File: config.mk
export PLATFORM = sky130hd
export DESIGN_NAME = tlc_scan
export DESIGN_NICKNAME = d
export VERILOG_FILES = /design/src/rtl/tagged_lru_lookup_cache_core_assert.svh /design/src/rtl/tlc_pkg.sv /design/src/rtl/tlc_scan.sv
export SDC_FILE = /design/constraint.sdc
export NUM_CORES = 1
export LEC_CHECK = 0
export ABC_CLOCK_PERIOD_IN_PS = 5800
export BUFFER_PORTS_ARGS = -buffer_cell sky130_fd_sc_hd__clkbuf_2
export CAP_MARGIN = 25
export CORE_MARGIN = 10
export CORE_UTILIZATION = 50
export CTS_BUF_LIST = sky130_fd_sc_hd__clkbuf_8
export CTS_CLUSTER_SIZE = 16
export DETAILED_ROUTE_END_ITERATION = 8
export GPL_TIMING_DRIVEN = 0
export PLACE_DENSITY = 0.88
export SLEW_MARGIN = 20
export SYNTH_ARGS = -nofsm -noshare
export SYNTH_HDL_FRONTEND = slang
export SYNTH_SLANG_ARGS = --single-unit
File: constraint.sdc
create_clock -name clk -period 5.8 [get_ports clk]
set_input_delay 1.45 -clock clk [delete_from_list [all_inputs] [get_ports clk]]
set_output_delay 1.45 -clock clk [all_outputs]
set_load 0.02 [all_outputs]
File: src/rtl/tagged_lru_lookup_cache_core_assert.svh
// assertion macros for the tagged lru lookup cache
`ifndef TAGGED_LRU_LOOKUP_CACHE_CORE_ASSERT_SVH
`define TAGGED_LRU_LOOKUP_CACHE_CORE_ASSERT_SVH
`ifndef SYNTHESIS
`define TLC_ASSERT(label, clk, rst_n, prop) \
	label: assert property (@(posedge clk) disable iff (!rst_n) prop) \
		else $error("tlc assertion failed");
`define TLC_ASSERT_NEVER(label, clk, rst_n, cond) \
	label: assert property (@(posedge clk) disable iff (!rst_n) !(cond)) \
		else $error("tlc assertion failed");
`else
`define TLC_ASSERT(label, clk, rst_n, prop)
`define TLC_ASSERT_NEVER(label, clk, rst_n, cond)
`endif
`endif

File: src/rtl/tlc_pkg.sv
// shared types and constants of the tagged lru lookup cache
`timescale 1ns / 1ps
package tlc_pkg;
	localparam int ENTRIES = 128;
	localparam int IDX_W = (ENTRIES > 1) ? $clog2(ENTRIES) : 1;
	localparam int SLOT_W = 7;
	localparam logic [IDX_W-1:0] LAST_IDX = IDX_W'(ENTRIES - 1);

	localparam logic CMD_LOOKUP = 1'b0;
	localparam logic CMD_FILL = 1'b1;

	typedef logic [127:0] tag_t;
	typedef logic [63:0] stamp_t;

	localparam stamp_t EMPTY_STAMP = 64'd1;
	localparam stamp_t CNT_RESET = 64'd2;

	typedef struct packed {
		logic cmd;
		logic [63:0] tag_hi;
		logic [63:0] tag_lo;
		logic [63:0] fill_rights_hi;
		logic [63:0] fill_rights_lo;
		logic [7:0] fill_key_gen;
	} req_t;

	typedef struct packed {
		logic hit;
		logic [63:0] rights_hi;
		logic [63:0] rights_lo;
		logic [7:0] key_gen;
		logic [SLOT_W-1:0] slot;
	} rsp_t;

	typedef struct packed {
		logic [63:0] tag_hi;
		logic [63:0] tag_lo;
		logic [63:0] rights_hi;
		logic [63:0] rights_lo;
		logic [7:0] key_gen;
	} entry_t;

	typedef struct packed {
		logic start;
		logic vld;
		logic cmd;
		logic [IDX_W-1:0] idx;
		logic ent_vld;
	} scan_ctl_t;

	typedef struct packed {
		logic found;
		logic [IDX_W-1:0] idx;
	} scan_res_t;
endpackage

File: src/rtl/tlc_scan.sv
// shared tag and stamp compare unit with candidate tracking
`timescale 1ns / 1ps
module tlc_scan (
	input logic clk,
	input logic arst_n,
	input tlc_pkg::scan_ctl_t ctl,
	input tlc_pkg::tag_t req_tag,
	input tlc_pkg::tag_t ram_tag,
	input tlc_pkg::stamp_t ram_stamp,
	output tlc_pkg::scan_res_t res
);
	import tlc_pkg::*;

	logic found_q;
	logic [IDX_W-1:0] idx_q;
	logic match_q;
	stamp_t stamp_q;

	tag_t eff_tag;
	stamp_t eff_stamp;
	logic match;
	logic lower;
	logic nonempty;
	logic first;
	logic hit_take;
	logic fill_take;

	// entries never written read as cleared
	always_comb begin
		eff_tag = ctl.ent_vld ? ram_tag : '0;
		eff_stamp = ctl.ent_vld ? ram_stamp : EMPTY_STAMP;
		match = (eff_tag == req_tag);
		lower = (eff_stamp < stamp_q);
		nonempty = (eff_stamp != EMPTY_STAMP);
		first = (ctl.idx == '0);
		hit_take = ctl.vld && (ctl.cmd == CMD_LOOKUP) && !found_q && match && nonempty;
		fill_take = ctl.vld && (ctl.cmd == CMD_FILL) && (first || match || (!match_q && lower));
	end

	always_ff @(posedge clk or negedge arst_n) begin
		if (!arst_n) begin
			found_q <= 1'b0;
		end else if (ctl.start) begin
			found_q <= 1'b0;
		end else if (hit_take) begin
			found_q <= 1'b1;
		end
	end

	always_ff @(posedge clk) begin
		if (hit_take) begin
			idx_q <= ctl.idx;
		end else if (fill_take) begin
			idx_q <= ctl.idx;
			match_q <= match;
			stamp_q <= eff_stamp;
		end
	end

	assign res = '{found: found_q, idx: idx_q};
endmodule

==> impl_metrics.env <==
export IMPL_cts_root_buf="clkbuf_8"
export IMPL_die_h_um=141
export IMPL_cts_tree="yes"
export IMPL_postCtsSetupBuffers=0
export IMPL_wl_mm=30.7
export IMPL_ys_seq_area_frac=0.300
export IMPL_cts_inserted_buffers=9
export IMPL_synth_mux_area_frac=0
export IMPL_multi_input_area_um2=4670
export IMPL_routabilityCongestion=0.987
export IMPL_worst_setup_path_end_kind="register"
export IMPL_synth_top_family_by_area="simple AND/OR/NAND/NOR gates"
export IMPL_pwr_density_cell_nw_per_um2=150
export IMPL_path_max_fanout=24
export IMPL_ys_ff_latch=73
export IMPL_h_tree_depth=3
export IMPL_dp_hpwl_mm=25.9
export IMPL_fmax_mhz=193
export IMPL_setup_viol=0
export IMPL_hp_class="register to register"
export IMPL_die_x_um=141
export IMPL_n_fill_cell=1206
export IMPL_critPathKind="primary input to register"
export IMPL_firstDrtPassIters=6
export IMPL_seq_area_um2=2190
export IMPL_ios=341
export IMPL_numClockSinks=73
export IMPL_worst_slew_pin_slew_ns=0.785
export IMPL_cts_clk_slew_worst_paths_ns=0.08
export IMPL_p_leak_nw=4.36
export IMPL_async_flop_share=0.0137
export IMPL_cp_required_ns=5.91
export IMPL_syn_inst=857
export IMPL_antenna_found_initial=3
export IMPL_ant_nets=0
export IMPL_drtIter0Drc=565
export IMPL_wl_per_cell_um=21.9
export IMPL_first_global_vias=8573
export IMPL_vias=8602
export IMPL_gr_total_overflow=0
export IMPL_via_per_inst=6.14
export IMPL_grt_max_degree=25
export IMPL_period_minus_slack_ns=5.18
export IMPL_pre_cts_ws_ns=0.0371
export IMPL_yosys_most_used_dff="edfxtp_1"
export IMPL_slew_headroom=0.477
export IMPL_crit_path_start_kind="primary input"
export IMPL_ys_types=48
export IMPL_synth_xor_area_share=0.0672
export IMPL_setup_ws_ns=0.621
export IMPL_synth_adder_area_share=0.108
export IMPL_syn2layout_area_growth_pct=30.2
export IMPL_io_buffer_count=340
export IMPL_fin_cells=1402
export IMPL_peakVddDrop_v=0.000129
export IMPL_slew_violations=0
export IMPL_drc_errors=0
export IMPL_period_share=0.893
export IMPL_die_area_um2=19800
export IMPL_status="finished clean"
export IMPL_mappedNetlistArea_um2=7300
export IMPL_synth_edf_count=72
export IMPL_core_area_um2=14400
export IMPL_syn_num_nets=1253
export IMPL_cap_viol_max_count=0
export IMPL_dp_cells=1384
export IMPL_rsz0062_at_grt="false"
export IMPL_synth_simple_area_share=0.271
export IMPL_grt_first_pass_wirelength_mm=45.5
export IMPL_synth_warnings=0
export IMPL_clock_skew_ns=0.0106
export IMPL_finalHoldViolations=0
export IMPL_start_util=0.506
export IMPL_rows=44
export IMPL_final_net_count=1606
export IMPL_clk_path_buf_depth=2
export IMPL_clk_latency_ns=0.35
export IMPL_syn_avg_cell_area_um2=8.52
export IMPL_drive_gt1_frac=0.310
export IMPL_cp_arrival_ns=5.28
export IMPL_synth_compound_area_frac=0.192
export IMPL_track_usage=0.289
[power breakdown]
part	total (mW)	internal, mW	switching (mW)
logic	0.454	0.207	0.248
clock network	0.372	0.190	0.181
registers	0.599	0.596	0.00345
[Yosys cell counts, drive strengths merged, types with 2 or more instances]
cell	instances	area, µm²
xor2	51	447
and2	63	394
buf	15	97.6
a22oi	3	22.5
a211oi	2	15.0
inv	84	315
o21ai	47	235
nand4b	50	438
ha	63	788
edfxtp	72	2160
clkbuf	11	41.3
a21o	6	45.0
nor2b	7	43.8
xnor2	5	43.8
nor2	36	135
nor4	31	194
nor3	31	155
a2111oi	4	35.0
nand3	53	265
a31oi	3	18.8
a21oi	54	270
nand4	15	93.8
o211ai	6	45.0
o22ai	67	419
o21a	22	165
a31o	3	26.3
and4	5	43.8
nand2	18	67.6
a222oi	4	40.0
nand2b	5	31.3
nor4bb	6	60.1
or2	2	12.5
[state kept, by name, indices dropped and copies added, names as in the netlist]
name	count
match_q	1
stamp_q	64
found_q	1
idx_q	7
[area by class of cell]
class                      count  area share
multi-input combinational    674       0.491
sequential                    73       0.230
timing repair buffer         343       0.188
inverter                      84      0.0332
tap                          184      0.0242
buffer                        25      0.0142
clock buffer                   9      0.0130
clock inverter                 6     0.00540
antenna                        4     0.00105
[critical path, cell delays in order]
cell	delay, ns
clkbuf_2	0.16
buf_6	0.15
buf_4	0.19
clkbuf_1	0.47
and2_1	0.29
ha_1	0.16
and4_1	0.21
nor3b_1	0.33
nand4bb_1	0.20
nor3_1	0.34
or4b_1	0.48
o211ai_1	0.22
o21ai_4	0.21
buf_16	0.22
buf_16	0.17
[kinds of logic after synthesis]
logic type | count (synthesis)
and+or+nand+nor | 327
AOI/OAI and AO/OA | 228
buffers and inverters | 110
DFF | 73
adders and majority gates | 63
xor gates and xnor gates | 56
[metrics by stage]
| step | cell area [µm²] | util | power (mW) | hold WS [ns] | TNS (ns) |
|---|---|---|---|---|---|
| after floorplan | 7300 | - | 0.822 | 0.480 | 0 |
| after CTS | 9500 | 0.659 | 1.42 | 0.588 | 0 |
| after detailed placement | 9330 | 0.647 | 1.06 | 0.508 | 0 |
| after global routing | 9500 | 0.659 | 1.50 | 0.589 | 0 |
| final | 9510 | 0.659 | 1.43 | 0.599 | 0 |
| after global placement | 9240 | 0.640 | 1.04 | 0.519 | -49.32 |
[what timing repair did]
item,CTS,global route
resized for setup,0,0
endpoints found under the setup margin,0,6
hold buffers,0,0
[layer usage]
layer / global-route usage / wire (µm)
met1: 0.305 / 10400
met2: 0.503 / 15200
met3: 0.0967 / 3490
met4: 0.144 / 1510
met5: 0 / 17
[cell usage in the layout, fill, tap and decap left out, drive strengths merged, types with 6 or more instances in the layout]
master / count
nor4bb: 6
inv: 85
o22ai: 67
nor2b: 7
o21ai: 47
nand4: 15
xor2: 51
a21o: 6
and2: 63
nor2: 36
buf: 18
ha: 63
o211ai: 6
nor3: 31
nand4b: 50
nand2: 18
o21a: 22
nand3: 53
a21oi: 54
edfxtp: 72
clkbuf: 359
nor4: 31
[path summary, 6_finish.rpt]
kind / slack, ns / endpoint / depth (start not counted) / start
hold reg to reg: 0.60 / found_q / 1 / found_q
max in group asynchronous: 4.86 / found_q / 1 / arst_n
hold / removal: 0.60 / found_q / 1 / found_q
setup reg to reg: 2.48 / stamp_q[42] / 11 / stamp_q[51]
min in group asynchronous: 0.85 / found_q / 1 / arst_n
setup / recovery: 0.62 / stamp_q[42] / 15 / ctl[0]
No activity file was read; power rests on OpenSTA's default activity.
